`src/bba_pkg.sv`:
```
// Shared constants, command codes and status types of the buddy allocator.
package bba_pkg;

	localparam int MIN_ORDER    = 6;
	localparam int MAX_ORDER    = 16;
	localparam int HEADER_BYTES = 24;
	localparam int POOL_RESET   = 16;

	localparam int DEPTH_W = MAX_ORDER - MIN_ORDER;
	localparam int DEPTH   = 1 << DEPTH_W;
	localparam int LINK_W  = DEPTH_W + 1;
	localparam int NORD    = MAX_ORDER + 1;
	localparam int ORD_W   = 5;
	localparam int OFF_W   = 17;
	localparam int ST_W    = 2;
	localparam int TAGO_W  = ORD_W + 1;
	localparam int ADDR_W  = 3;

	localparam logic [LINK_W-1:0] NIL = LINK_W'(DEPTH);
	localparam logic [ADDR_W-1:0] ADDR_POOL_ORDER = ADDR_W'(0);

	localparam logic [ST_W-1:0] ST_OK     = 2'd0;
	localparam logic [ST_W-1:0] ST_ZERO   = 2'd1;
	localparam logic [ST_W-1:0] ST_BIG    = 2'd2;
	localparam logic [ST_W-1:0] ST_NOFREE = 2'd3;

	typedef enum logic [4:0] {
		CMD_NONE,
		CMD_CLEAR,
		CMD_INIT,
		CMD_LOAD,
		CMD_A_CHECK,
		CMD_SEARCH,
		CMD_UNL_RD,
		CMD_UNL_WR,
		CMD_SPLIT,
		CMD_PUSH_A,
		CMD_PUSH_B,
		CMD_A_DONE,
		CMD_F_RD,
		CMD_F_VAL,
		CMD_M_RD,
		CMD_M_UPD,
		CMD_SETX,
		CMD_F_DONE,
		CMD_ERR_ZERO,
		CMD_ERR_BIG,
		CMD_ERR_NOFREE
	} bba_cmd_t;

	typedef struct packed {
		logic act_free;
		logic zero;
		logic big;
		logic head_nil;
		logic k_top;
		logic k_gt_ord;
		logic f_bad_pre;
		logic f_bad_val;
		logic m_stop;
		logic clr_last;
	} bba_stat_t;

endpackage

```
`src/bba_ctrl.sv`:
```
// Sequencer of the buddy allocator: steps the datapath through each request.
module bba_ctrl (
	input  logic               clk,
	input  logic               arst_n,
	input  logic               cfg_we,
	input  logic               in_valid,
	output logic               in_ready,
	output logic               out_valid,
	input  logic               out_ready,
	input  bba_pkg::bba_stat_t stat,
	output bba_pkg::bba_cmd_t  cmd
);
	typedef enum logic [4:0] {
		S_CLEAR, S_INIT, S_INITP, S_IDLE, S_DISP, S_ACHK, S_SRCH, S_AUR, S_AUW,
		S_SPL, S_SPA, S_SPB, S_ADONE, S_FRD, S_FVAL, S_MRD, S_MCHK, S_MUR,
		S_MUW, S_MUPD, S_FPA, S_FPB, S_FDONE, S_E1, S_E2, S_E3
	} state_t;

	state_t state_q, nxt;
	logic   ov_q;
	logic   out_free;
	logic   done;

	assign out_free  = !ov_q || out_ready;
	assign out_valid = ov_q;
	assign in_ready  = (state_q == S_IDLE) && !cfg_we;

	always_comb begin
		nxt = state_q;
		cmd = bba_pkg::CMD_NONE;
		case (state_q)
			S_CLEAR: begin
				cmd = bba_pkg::CMD_CLEAR;
				if (stat.clr_last) nxt = S_INIT;
			end
			S_INIT: begin
				cmd = bba_pkg::CMD_INIT;
				nxt = S_INITP;
			end
			S_INITP: begin
				cmd = bba_pkg::CMD_PUSH_A;
				nxt = S_IDLE;
			end
			S_IDLE: begin
				if (cfg_we) begin
					nxt = S_CLEAR;
				end else if (in_valid) begin
					cmd = bba_pkg::CMD_LOAD;
					nxt = S_DISP;
				end
			end
			S_DISP: nxt = stat.act_free ? S_FRD : S_ACHK;
			S_ACHK: begin
				if (stat.zero) begin
					nxt = S_E1;
				end else if (stat.big) begin
					nxt = S_E2;
				end else begin
					cmd = bba_pkg::CMD_A_CHECK;
					nxt = S_SRCH;
				end
			end
			S_SRCH: begin
				cmd = bba_pkg::CMD_SEARCH;
				if (!stat.head_nil) nxt = S_AUR;
				else if (stat.k_top) nxt = S_E3;
			end
			S_AUR: begin
				cmd = bba_pkg::CMD_UNL_RD;
				nxt = S_AUW;
			end
			S_AUW: begin
				cmd = bba_pkg::CMD_UNL_WR;
				nxt = S_SPL;
			end
			S_SPL: begin
				if (stat.k_gt_ord) begin
					cmd = bba_pkg::CMD_SPLIT;
					nxt = S_SPA;
				end else begin
					nxt = S_ADONE;
				end
			end
			S_SPA: begin
				cmd = bba_pkg::CMD_PUSH_A;
				nxt = S_SPB;
			end
			S_SPB: begin
				cmd = bba_pkg::CMD_PUSH_B;
				nxt = S_SPL;
			end
			S_ADONE: begin
				if (out_free) begin
					cmd = bba_pkg::CMD_A_DONE;
					nxt = S_IDLE;
				end
			end
			S_FRD: begin
				if (stat.f_bad_pre) begin
					nxt = S_E3;
				end else begin
					cmd = bba_pkg::CMD_F_RD;
					nxt = S_FVAL;
				end
			end
			S_FVAL: begin
				if (stat.f_bad_val) begin
					nxt = S_E3;
				end else begin
					cmd = bba_pkg::CMD_F_VAL;
					nxt = S_MRD;
				end
			end
			S_MRD: begin
				if (stat.k_top) begin
					cmd = bba_pkg::CMD_SETX;
					nxt = S_FPA;
				end else begin
					cmd = bba_pkg::CMD_M_RD;
					nxt = S_MCHK;
				end
			end
			S_MCHK: begin
				if (stat.m_stop) begin
					cmd = bba_pkg::CMD_SETX;
					nxt = S_FPA;
				end else begin
					nxt = S_MUR;
				end
			end
			S_MUR: begin
				cmd = bba_pkg::CMD_UNL_RD;
				nxt = S_MUW;
			end
			S_MUW: begin
				cmd = bba_pkg::CMD_UNL_WR;
				nxt = S_MUPD;
			end
			S_MUPD: begin
				cmd = bba_pkg::CMD_M_UPD;
				nxt = S_MRD;
			end
			S_FPA: begin
				cmd = bba_pkg::CMD_PUSH_A;
				nxt = S_FPB;
			end
			S_FPB: begin
				cmd = bba_pkg::CMD_PUSH_B;
				nxt = S_FDONE;
			end
			S_FDONE: begin
				if (out_free) begin
					cmd = bba_pkg::CMD_F_DONE;
					nxt = S_IDLE;
				end
			end
			S_E1: begin
				if (out_free) begin
					cmd = bba_pkg::CMD_ERR_ZERO;
					nxt = S_IDLE;
				end
			end
			S_E2: begin
				if (out_free) begin
					cmd = bba_pkg::CMD_ERR_BIG;
					nxt = S_IDLE;
				end
			end
			S_E3: begin
				if (out_free) begin
					cmd = bba_pkg::CMD_ERR_NOFREE;
					nxt = S_IDLE;
				end
			end
			default: nxt = S_CLEAR;
		endcase
	end

	assign done = (cmd == bba_pkg::CMD_A_DONE) || (cmd == bba_pkg::CMD_F_DONE) ||
		(cmd == bba_pkg::CMD_ERR_ZERO) || (cmd == bba_pkg::CMD_ERR_BIG) ||
		(cmd == bba_pkg::CMD_ERR_NOFREE);

	always_ff @(posedge clk or negedge arst_n) begin
		if (!arst_n) begin
			state_q <= S_CLEAR;
			ov_q    <= 1'b0;
		end else begin
			state_q <= nxt;
			if (done) ov_q <= 1'b1;
			else if (out_ready) ov_q <= 1'b0;
		end
	end
endmodule

```
`config.mk`:
```
export PLATFORM = sky130hd
export DESIGN_NAME = bba_ctrl
export DESIGN_NICKNAME = d
export VERILOG_FILES = /design/src/bba_pkg.sv /design/src/bba_ctrl.sv
export SDC_FILE = /design/constraint.sdc
export NUM_CORES = 1
export LEC_CHECK = 0
export ABC_AREA = 1
export BUFFER_PORTS_ARGS = -buffer_cell sky130_fd_sc_hd__clkbuf_2
export CORE_MARGIN = 1.5
export CORE_UTILIZATION = 45
export CTS_CLUSTER_SIZE = 24
export DETAILED_ROUTE_END_ITERATION = 8
export MAX_ROUTING_LAYER = met4
export PLACE_DENSITY = 0.7
export REMOVE_ABC_BUFFERS = 1
export SKIP_LAST_GASP = 1
export SYNTH_ARGS = -nofsm -noshare
export SYNTH_HDL_FRONTEND = slang
export SYNTH_SLANG_ARGS = --single-unit
```
`constraint.sdc`:
```
create_clock -name clk -period 1.5 [get_ports clk]
set_input_delay 0.3 -clock clk [delete_from_list [all_inputs] [get_ports clk]]
set_output_delay 0.3 -clock clk [all_outputs]
set_load 0.005 [all_outputs]
```
; ---- Word level (Yosys, flattened, before mapping)
; Index checks and enable logic that the tools add are counted.
; Widths: inputs -> output; s select.
[classes]
eq_ne = 34
n_reduce_logical = 17
muxes = 32
[ops]
columns = operator, n
row1 = $pmux 5 s21, 1
row2 = $pmux 5 s20, 1
row3 = $mux 5, 16
row4 = $eq 5x5->1 const B, 14
row5 = $eq 5x4->1 const B, 9
row6 = $eq 5x3->1 const B, 4
row7 = $mux 4, 5
row8 = $mux 3, 5
row9 = $eq 5x2->1 const B, 2
row10 = $reduce_or 2->1, 4
row11 = $ne 3x3->1 const B, 2
row12 = $eq 5x1->1 const B, 1
row13 = $logic_not 5->1, 1
row14 = $logic_or 1x1->1, 5
row15 = $reduce_or 5->1, 1
row16 = $mux 2, 2
row17 = $reduce_and 4->1, 1
row18 = $reduce_or 3->1, 1
row19 = $logic_not 1->1, 2
row20 = $mux 1, 2
row21 = $ne 2x1->1 const B, 1
row22 = $ne 2x2->1 const B, 1
row23 = $reduce_bool 2->1, 1
row24 = $logic_and 1x1->1, 1
[totals]
reg_bits = 6
wordCells = 85
output_inout_bits = 7

; ---- Depth between registers and ports, before layout
; Gate-level depths: netlist of the first run.
[depth]
ltp_word = 10
ltp_mapped = 12
depth_no_buf = 12

; ---- Least setup slack after synthesis of the first run
; Ideal clock, no wire load.
[synth_timing]
path_kind = register to output
startpoint = register state_q[2]
endpoint = output port cmd[1]
required_ns = 1.200
arrival_ns = 1.215
stages_incl_launch_ff = 9
path_slack_ns = -0.015
cell_sequence = dfrtp_1 -> buf_6 -> nor2_2 -> inv_2 -> nor2_1 -> nand2_1 -> o211ai_1 -> a21oi_1 -> nand4_1
[synth_via]
elab_chain_len = 3
word_cells_on_any_way = 30
[synth_lines]
columns = item, line
row1 = start: declaration, bba_ctrl.sv:19  ; state_t state_q, nxt;
row2 = start signal: assignment, bba_ctrl.sv:188  ; state_q <= nxt;
row3 = "$eq 5x5->1, or another cell as far along", bba_ctrl.sv:31  ; case (state_q)
row4 = $reduce_or 3->1 (no source line) / $reduce_or 2->1 (equally long branches), n/a
row5 = $pmux 5 s20 (*), bba_ctrl.sv:31
row6 = end: declaration, bba_ctrl.sv:11  ; output bba_pkg::bba_cmd_t cmd
; Mark *: on every way between the ends. The rest lies on a longest branch, timed or not.

; ---- Worst setup path in the final report of the first run
[layout_timing]
startpoint = register state_q[1]
endpoint = output port cmd[1]
; Same word-level chain as after synthesis.

==> impl_metrics.tcl, run 1 <==
set metrics [dict create \
    outcome "finished, violations left" \
    violations_in_the_final_reports "setup timing" \
    power_report.internal_total_w 0.00167 \
    routed-via-count 1686 \
    drt-pass1-iter-count 5 \
    critical_path_peak_fanout 6 \
    cts.sinks 6 \
    number_of_synthesized_flops_with_an_enable_pin 0 \
    antenna_diode_instance_count 0 \
    post-route-util 0.875 \
    filler_cell_count 121 \
    io_pins 22 \
    arrival_ps 1700 \
    worst_setup_hold_path_clk_slew_ps 50 \
    routedWlPerCell_um 16.1 \
    start_util 0.472 \
    swShare 0.511 \
    fmax_mhz 500 \
    library_cell_with_the_largest_summed_area_after_synthesis "nand2_1" \
    drc 0 \
    powerDensity_mw_per_mm2 1780 \
    slew-limit-headroom 0.783 \
    total_power_w 0.00342 \
    cts-buffers-inserted 3 \
    dp.final_hpwl_um 3120 \
    rows 17 \
    die-width_um 51.0 \
    floorplan.core_area_sq_mm 0.00219 \
    globalplace.congestion 0.987 \
    area_delta_synth_final_pct 85.2 \
    power.share.clock 0.044 \
    htree_num_levels 1 \
    postLayoutSetupSlackWorst_ps -499 \
    post_synth.cell_area_avg_sq_um 5.56 \
    finClkSkew_ps 6.48 \
    first_global_vias 1651 \
    grt_use_total 0.382 \
    placedInstanceArea_sq_mm 0.00151 \
    period_needed_ps 2000 \
    synth_top_flop_cell "dfrtp_1" \
    data_required_critical_path_ps 1200 \
    avgViaCountPerCell 5.70 \
    synth-seq-area-share 0.145 \
    clock_tree.buffer_depth 2 \
    setup.worst_path.class "flip-flop to primary output" \
    yosys_register_bits 6 \
    timing.final.crit_share 1.33 \
    cts_tree "built" \
    synth.lib_cells_used.distinct 24 \
    p_switching_w 0.00175 \
    final_design_area_no_fill_sq_mm 0.00192 \
    drive_above_1_share 0.563 \
    root_buffer "clkbuf_4" \
    crit_start_category "flip-flop" \
    crit_path_end_kind "primary output" \
    number_of_maximum_capacitance_violations 0 \
    synth_warnings 0 \
    clock_latency_of_the_later_clocked_register_in_the_worst_skew_pair_ps 250 \
    first_pass_grt_wire_length_um 7270 \
    number_of_antenna_violations_at_the_first_check_in_global_routing 0 \
    postSynthCellCount 186 \
    finalWirelength_um 4760 \
    pwr-share-comb 0.853 \
    chipHeight_um 51.0 \
    slew_of_the_pin_with_the_lowest_slew_margin_ps 325 \
    finalMaxSlewViolations 0 \
    syn-cell-area_sq_mm 0.00103 \
    buffer_ports.inserted 21 \
    rsz0062_at_grt "yes" \
    netlist_top_cells_area "nand2_1 20%, dfrtp_1 15%, nand3_1 12%" \
    leakage_nw 1.04 \
    synth_top_area_share 0.196 \
    die-area_sq_mm 0.00260 \
    hold_class "input pin to flip-flop" \
    globalRoute.totalOverflow 0 \
    irDropWorstVdd_v 0.00143 \
    setup_violations 12 \
    pin_count_of_the_biggest_net_entering_global_routing 12 \
    antenna_violating_nets_post_route 0 \
    sequential_group_share_of_total_power 0.103 \
    finalHoldViolations 0 \
    dr.first_iter.drc_count 83 \
    finish.net_count 285 \
    synth_async_sr_flop_share 1.00 \
]
cells in the final DEF (no fill, tap or decap), drive strengths merged:
| cell | n |
|---|---|
| a21oi | 2 |
| nor3b | 2 |
| nand3 | 28 |
| o21ai | 7 |
| nor2 | 28 |
| dfrtp | 6 |
| inv | 26 |
| o211a | 1 |
| clkbuf | 23 |
| nand2 | 61 |
| dlygate4sd3 | 1 |
| nand4 | 6 |
| buf | 61 |
| o2111ai | 1 |
| o211ai | 2 |
| nor4 | 1 |
| nand3b | 2 |
| nor3 | 10 |
routing by layer:
layer,up-vias,global-route usage,routed length (um)
li1,775,-,-
met1,765,0.438,1780
met2,125,0.647,2330
met3,21,0.0760,467
met4,0,0.158,187
met5,-,-,0
flip-flops by register name, summed over array words and instances, names as in the netlist:
register / cells
state_q: 5
out_valid: 1
kinds of logic after synthesis:
logic type,share of synthesized area
compound gates,0.0762
buf+inv,0.115
flops,0.145
simple gates,0.664
metrics by stage:
step	hold slack, ps	worst slack [ps]	setup TNS, ps	cells
2_1_floorplan	4.41	-145	-740	183
3_3_place_gp	132	-218	-1480	276
3_5_place_dp	138	-234	-1760	276
4_1_cts	344	-419	-3030	292
5_1_grt	354	-618	-4650	296
6_report	350	-499	-3630	296
synth_stat cells, types with 2 or more instances:
| master | n |
|---|---|
| inv_1 | 20 |
| nor2_2 | 4 |
| o21ai_0 | 6 |
| nor3_1 | 10 |
| nand3_2 | 4 |
| nor2_4 | 5 |
| nand3_1 | 24 |
| dfrtp_1 | 6 |
| nand2_2 | 7 |
| o211ai_1 | 2 |
| buf_2 | 2 |
| inv_2 | 6 |
| nand4_1 | 6 |
| a21oi_1 | 2 |
| nand2_1 | 54 |
| nor2_1 | 19 |
| nor3b_1 | 2 |
power by group through the flow:
stage | logic (W) | clock network [W] | registers [W]
after CTS | 0.00258 | 0.000156 | 0.000346
final | 0.00292 | 0.000151 | 0.000351
after floorplan | 0.00106 | 0 | 0.000356
after global placement | 0.00213 | 0 | 0.000316
after global routing | 0.00309 | 0.000167 | 0.000363
after detailed placement | 0.00215 | 0 | 0.000321
final timing paths:
| check | to | slack [ps] | cells after the start | from |
|---|---|---|---|---|
| setup / recovery | cmd[1] | -500 | 8 | state_q[1] |
| hold / removal | out_valid | 350 | 2 | out_ready |
| setup reg to reg | out_valid | -200 | 10 | state_q[1] |
| hold reg to reg | state_q[0] | 610 | 2 | state_q[0] |
| max in group asynchronous | state_q[1] | 890 | 2 | arst_n |
| min in group asynchronous | out_valid | 430 | 2 | arst_n |
area by class of cell:
type                       instances  area [sq um]  share of cell area
multi-input combinational        151           951               0.496
sequential                         6           154              0.0803
inverter                          26           105              0.0548
timing repair buffer              82           649               0.339
tap                               28          35.0              0.0183
clock buffer                       3          22.5              0.0117
critical path, stage by stage, from the launching register on:
cell      delay [ps]
dfrtp_2          450
buf_6            140
nand2_2           80
inv_4             70
nand3_2           80
o211ai_1         130
a21oi_1          230
nand4_1          130
clkbuf_2         140
repair_timing:
action / in CTS / in global routing
gates cloned: 0 / 0
setup endpoints to repair: 12 / 12
pin swaps: 11 / 11
gates resized for setup: 51 / 20
hold endpoints to repair: 6 / 0
hold buffers: 1 / 0
setup buffers: 15 / 5
No activity file was read; power rests on OpenSTA's default activity.
==> run 2: changes to the inputs <==
--- a/config.mk
+++ b/config.mk
@@ -6,7 +6,7 @@
 export NUM_CORES = 1
 export LEC_CHECK = 0
 export ABC_AREA = 1
-export BUFFER_PORTS_ARGS = -buffer_cell sky130_fd_sc_hd__clkbuf_2
+export BUFFER_PORTS_ARGS = -buffer_cell sky130_fd_sc_hd__buf_2
 export CORE_MARGIN = 1.5
 export CORE_UTILIZATION = 45
 export CTS_CLUSTER_SIZE = 24
==> run 2 against run 1 <==
The flow still finishes with violations (setup timing). Clock power is 7% higher. Combinational power is 2% lower. Via count is 0.83% lower. Total power is 1.9% lower. Global-route usage is 2.5 points lower. Sequential power is 3% lower. Routed wire length is 0.29% lower. Count of clock-buffer cells in the layout stayed put. Critical path type unchanged.
==> impl_metrics.tcl, run 2 (synthesis results as in run 1) <==
set metrics [dict create \
    grtUsageMet1 0.419 \
    slew-limit-headroom 0.804 \
    drc 0 \
    rows 17 \
    grtUsageMet2 0.587 \
    die-area_sq_mm 0.00260 \
    routedWlPerCell_um 16.0 \
    root_buffer "clkbuf_4" \
    pin_count_of_the_biggest_net_entering_global_routing 12 \
    grt_use_total 0.357 \
    area_delta_synth_final_pct 77.1 \
    first_global_vias 1543 \
    powerDensity_mw_per_mm2 1830 \
    antenna_violating_nets_post_route 0 \
    place.detailed.instances 278 \
    routed-via-count 1672 \
    avgViaCountPerCell 5.65 \
    leakage_nw 1.03 \
    filler_cell_count 142 \
    finClkSkew_ps 11.6 \
    drive_above_1_share 0.549 \
    globalRoute.totalOverflow 0 \
    arrival_ps 1730 \
    floorplan.core_area_sq_mm 0.00219 \
    first_pass_grt_wire_length_um 6780 \
    dp.final_hpwl_um 3070 \
    worst_setup_startpoint "state_q[0]" \
    chipHeight_um 51.0 \
    commonest_cells_after_routing_fill_and_taps_aside "50 x buf_4, 49 x nand2_1, 21 x buf_2" \
    dr.first_iter.drc_count 102 \
    outcome "finished, violations left" \
    critical_path.reg2reg.startpoint "state_q[2]" \
    gr-usage-met3 0.0994 \
    slew_of_the_pin_with_the_lowest_slew_margin_ps 291 \
    fmax_mhz 494 \
    start_util 0.472 \
    cts_tree "built" \
    violations_in_the_final_reports "setup timing" \
    io_pins 22 \
    globalplace.congestion 0.957 \
    final-instance-count-excl-fill 296 \
    total_power_w 0.00335 \
    crit_start_category "flip-flop" \
    cts-buffers-inserted 3 \
    timing.final.crit_share 1.35 \
    period_needed_ps 2030 \
    hold_class "input pin to flip-flop" \
    setup_violations 11 \
    finish.net_count 285 \
    drt-pass1-iter-count 4 \
    final_common_cell "buf_4" \
    critical_path_peak_fanout 5 \
    hold_start "out_ready" \
    finalWirelength_um 4750 \
    buffer_ports.inserted 21 \
    clock_tree.buffer_depth 2 \
    crit_path_end_kind "primary output" \
    rsz0062_at_grt "yes" \
    irDropWorstVdd_v 0.00156 \
    die-width_um 51.0 \
    number_of_antenna_violations_at_the_first_check_in_global_routing 0 \
    largest-register "state_q" \
    finalHoldViolations 0 \
    clock_latency_of_the_later_clocked_register_in_the_worst_skew_pair_ps 260 \
    antenna_diode_instance_count 0 \
    hold_ws_ps 301 \
    largest_register_ffs 5 \
    htree_num_levels 1 \
    worst_setup_hold_path_clk_slew_ps 50 \
    finalMaxSlewViolations 0 \
    setup.worst_path.class "flip-flop to primary output" \
    data_required_critical_path_ps 1200 \
    postLayoutSetupSlackWorst_ps -526 \
    cts.sinks 6 \
    globalRoute.busiestLayer "met2" \
    post-route-util 0.837 \
    number_of_maximum_capacitance_violations 0 \
]
==> run 2: changes by cell type in the layout (fill, tap and decap cells not counted), sizes merged <==
cell | before | now
buf | 61 | 81
clkbuf | 23 | 3
==> run 2: final timing paths <==
kind / end / slack, ps / depth (start not counted)
max: cmd[2] / -530 / 8
min: out_valid / 300 / 2
max reg2reg: state_q[0] / -270 / 12
min reg2reg: state_q[3] / 570 / 2
max in group asynchronous: state_q[1] / 920 / 2
min in group asynchronous: out_valid / 400 / 2
==> run 2: cell type report <==
| cell class | count | area [sq um] | area share |
|---|---|---|---|
| clock buffer | 3 | 22.5 | 0.0123 |
| inverter | 26 | 100 | 0.0546 |
| multi-input combinational | 151 | 910 | 0.496 |
| sequential | 6 | 154 | 0.0840 |
| tap | 28 | 35.0 | 0.0191 |
| timing repair buffer | 82 | 612 | 0.334 |
==> run 2: where the power goes <==
part	leakage, nW	switching, W	total, W	internal, W
logic	0.938	0.00155	0.00285	0.00130
registers	0.0739	0.0000963	0.000341	0.000245
clock network	0.0138	0.0000697	0.000161	0.0000913
==> run 2: repair_timing <==
| action | CTS | global route |
|---|---|---|
| setup endpoints to repair | 11 | 12 |
| pin swaps | 6 | 12 |
| hold buffers | 1 | 0 |
| setup buffers | 8 | 8 |
| endpoints found under the hold margin | 6 | 0 |
| gates resized for setup | 21 | 33 |
==> run 2: stage by stage <==
step	area, sq um	setup WS (ps)	TNS (ps)
global route	1830	-637	-4730
global placement	1510	-221	-1960
floorplan	1010	-145	-740
CTS	1670	-474	-3830
detailed placement	1510	-259	-1960
finish	1830	-526	-3820
==> run 2: metal layers <==
| layer | share of wire | up-vias | wire [um] |
|---|---|---|---|
| li1 | - | 777 | - |
| met1 | 0.37 | 745 | 1750 |
| met2 | 0.48 | 126 | 2300 |
| met3 | 0.098 | 24 | 464 |
| met4 | 0.048 | 0 | 227 |
| met5 | 0 | - | 0 |
==> run 2: critical path, cell delays in order, from the launching register on <==
cell      delay (ps)
dfrtp_1          400
buf_6            140
nor2_4           170
buf_12           140
nand2_4           50
o211ai_1         260
nor2_1            70
nand4_1          110
buf_2            140
==> run 3: changes to the inputs <==
--- a/config.mk
+++ b/config.mk
@@ -7,12 +7,14 @@
 export LEC_CHECK = 0
 export ABC_AREA = 1
 export BUFFER_PORTS_ARGS = -buffer_cell sky130_fd_sc_hd__buf_2
+export CELL_PAD_IN_SITES_DETAIL_PLACEMENT = 0
+export CELL_PAD_IN_SITES_GLOBAL_PLACEMENT = 1
 export CORE_MARGIN = 1.5
-export CORE_UTILIZATION = 45
+export CORE_UTILIZATION = 36
 export CTS_CLUSTER_SIZE = 24
 export DETAILED_ROUTE_END_ITERATION = 8
 export MAX_ROUTING_LAYER = met4
-export PLACE_DENSITY = 0.7
+export PLACE_DENSITY_LB_ADDON = 0.1
 export REMOVE_ABC_BUFFERS = 1
 export SKIP_LAST_GASP = 1
 export SYNTH_ARGS = -nofsm -noshare
==> constraint.sdc (replaced) <==
create_clock -name clk -period 2.31 [get_ports clk]
set_input_delay 0.462 -clock clk [delete_from_list [all_inputs] [get_ports clk]]
set_output_delay 0.462 -clock clk [all_outputs]
set_load 0.005 [all_outputs]
==> run 3 against run 2 <==
The run now ends clean. Clock skew shrank 5.5 ps. Global-route usage shrank 13 points. Count of clock-buffer cells in the layout stayed put. Register-to-register slack better by 930 ps. Sequential share of layout area increased by 4.0 points. Combinational power decreased by 62%. Worst setup slack better by 650 ps. Cell count fell by 18%. First-iteration DRC count shrank 32%. Highest routed layer unchanged.
==> impl_metrics.tcl, run 3 (synthesis results as in run 1) <==
set metrics [dict create \
    largest_register_ffs 5 \
    io_pins 22 \
    clock_tree.buffer_depth 2 \
    first_pass_grt_wire_length_um 5600 \
    number_of_antenna_violations_at_the_first_check_in_global_routing 0 \
    globalplace.congestion 0.946 \
    routedWlPerCell_um 14.1 \
    irDropWorstVdd_v 0.000645 \
    slew_of_the_pin_with_the_lowest_slew_margin_ps 365 \
    die-area_sq_mm 0.00320 \
    outcome "finished clean" \
    crit_path_end_kind "primary output" \
    data_required_critical_path_ps 1850 \
    antenna_diode_instance_count 0 \
    register_area_sq_um 155 \
    drc 0 \
    die-width_um 56.6 \
    finalHoldViolations 0 \
    leakage_nw 0.726 \
    rsz0062_at_grt "yes" \
    slew-limit-headroom 0.755 \
    cts-buffers-inserted 3 \
    cts_tree "built" \
    final_design_area_no_fill_sq_mm 0.00125 \
    root_buffer "clkbuf_4" \
    pin_count_of_the_biggest_net_entering_global_routing 10 \
    filler_cell_count 324 \
    avgViaCountPerCell 5.37 \
    final_common_cell "nand2_1" \
    chipHeight_um 56.6 \
    antenna_violating_nets_post_route 0 \
    fmax_mhz 457 \
    timing.final.crit_share 0.947 \
    multi_input_area_sq_um 791 \
    arrival_ps 1730 \
    rows 19 \
    setup.worst_path.class "flip-flop to primary output" \
    buffer_ports.inserted 21 \
    drt-pass1-iter-count 4 \
    start_util 0.378 \
    first_global_vias 1193 \
    finish.net_count 230 \
    finalWirelength_um 3450 \
    setup_violations 0 \
    crit_start_category "flip-flop" \
    hold_class "input pin to asynchronous set/reset pin" \
    number_of_maximum_capacitance_violations 0 \
    post-route-util 0.459 \
    globalRoute.totalOverflow 0 \
    period_needed_ps 2190 \
    placedInstanceArea_sq_mm 0.00119 \
    dr.first_iter.drc_count 69 \
    floorplan.core_area_sq_mm 0.00273 \
    drive_above_1_share 0.300 \
    finClkSkew_ps 6.16 \
    holdBufCountCts 0 \
    critical_path_peak_fanout 9 \
    cts.sinks 6 \
    htree_num_levels 1 \
    r2r_cells 10 \
    largest-register "state_q" \
    commonest_cells_after_routing_fill_and_taps_aside "54 x nand2_1, 24 x nand3_1, 21 x buf_2" \
    worst_setup_hold_path_clk_slew_ps 50 \
    dp.final_hpwl_um 2790 \
    area_delta_synth_final_pct 21.3 \
    finalMaxSlewViolations 0 \
    powerDensity_mw_per_mm2 1150 \
    grt_use_total 0.229 \
    clock_latency_of_the_later_clocked_register_in_the_worst_skew_pair_ps 250 \
    routed-via-count 1310 \
]
run 3: cell count changes in the layout (fill, tap and decap cells not counted), sizes merged:
cell / change
buf: -54
dlygate4sd3: -1
run 3: final timing paths:
check,slack [ps],to,startpoint
worst max-delay path,120,cmd[0],state_q[4]
worst min-delay path,30,out_valid,arst_n
worst max register to register,660,state_q[0],state_q[3]
worst min register to register,590,out_valid,out_valid
max in group asynchronous,2110,state_q[1],arst_n
min in group clk,460,out_valid,out_ready
run 3: worst max-delay path: stages (launching register included):
cell and delay [ps]:
dfrtp_1 430, inv_2 100, buf_4 160, nor2_1 90, nand3_1 130, nand2_1 80, nor4_1 260, nand3_1 100
buf_2 140
run 3: per-layer routing:
metal  track usage  up-vias  share of wire
met5             -        -              0
met4        0.0170        0         0.0058
met3        0.0530        4          0.080
met1         0.322      587           0.45
met2         0.350       54           0.46
li1              -      665              -
run 3: through the flow:
step           hold WS [ps]  setup slack, ps  cells  total power [W]  setup TNS (ps)
3_3_place_gp            294              338    240          0.00127               0
3_5_place_dp            300              305    240          0.00126               0
6_report               29.1              122    244          0.00144               0
5_1_grt                30.3            -7.37    244          0.00159           -11.6
2_1_floorplan           166              503    183         0.000922               0
4_1_cts                28.9             40.8    243          0.00137               0
run 3: timing repair:
action	CTS	global route
gates resized for setup	0	11
endpoints found under the setup margin	0	5
buffers inserted	0	1
run 3: power by group:
part | leakage (nW) | switching (W) | internal (W)
clock | 0.0138 | 0.0000416 | 0.0000590
sequential | 0.0728 | 0.0000928 | 0.000161
combinational | 0.639 | 0.000687 | 0.000396
run 3: final cells by class:
type / count / share of cell area
multi-input combinational: 151 / 0.630
sequential: 6 / 0.124
clock buffer: 3 / 0.0179
inverter: 26 / 0.0778
timing repair buffer: 27 / 0.120
tap: 31 / 0.0309
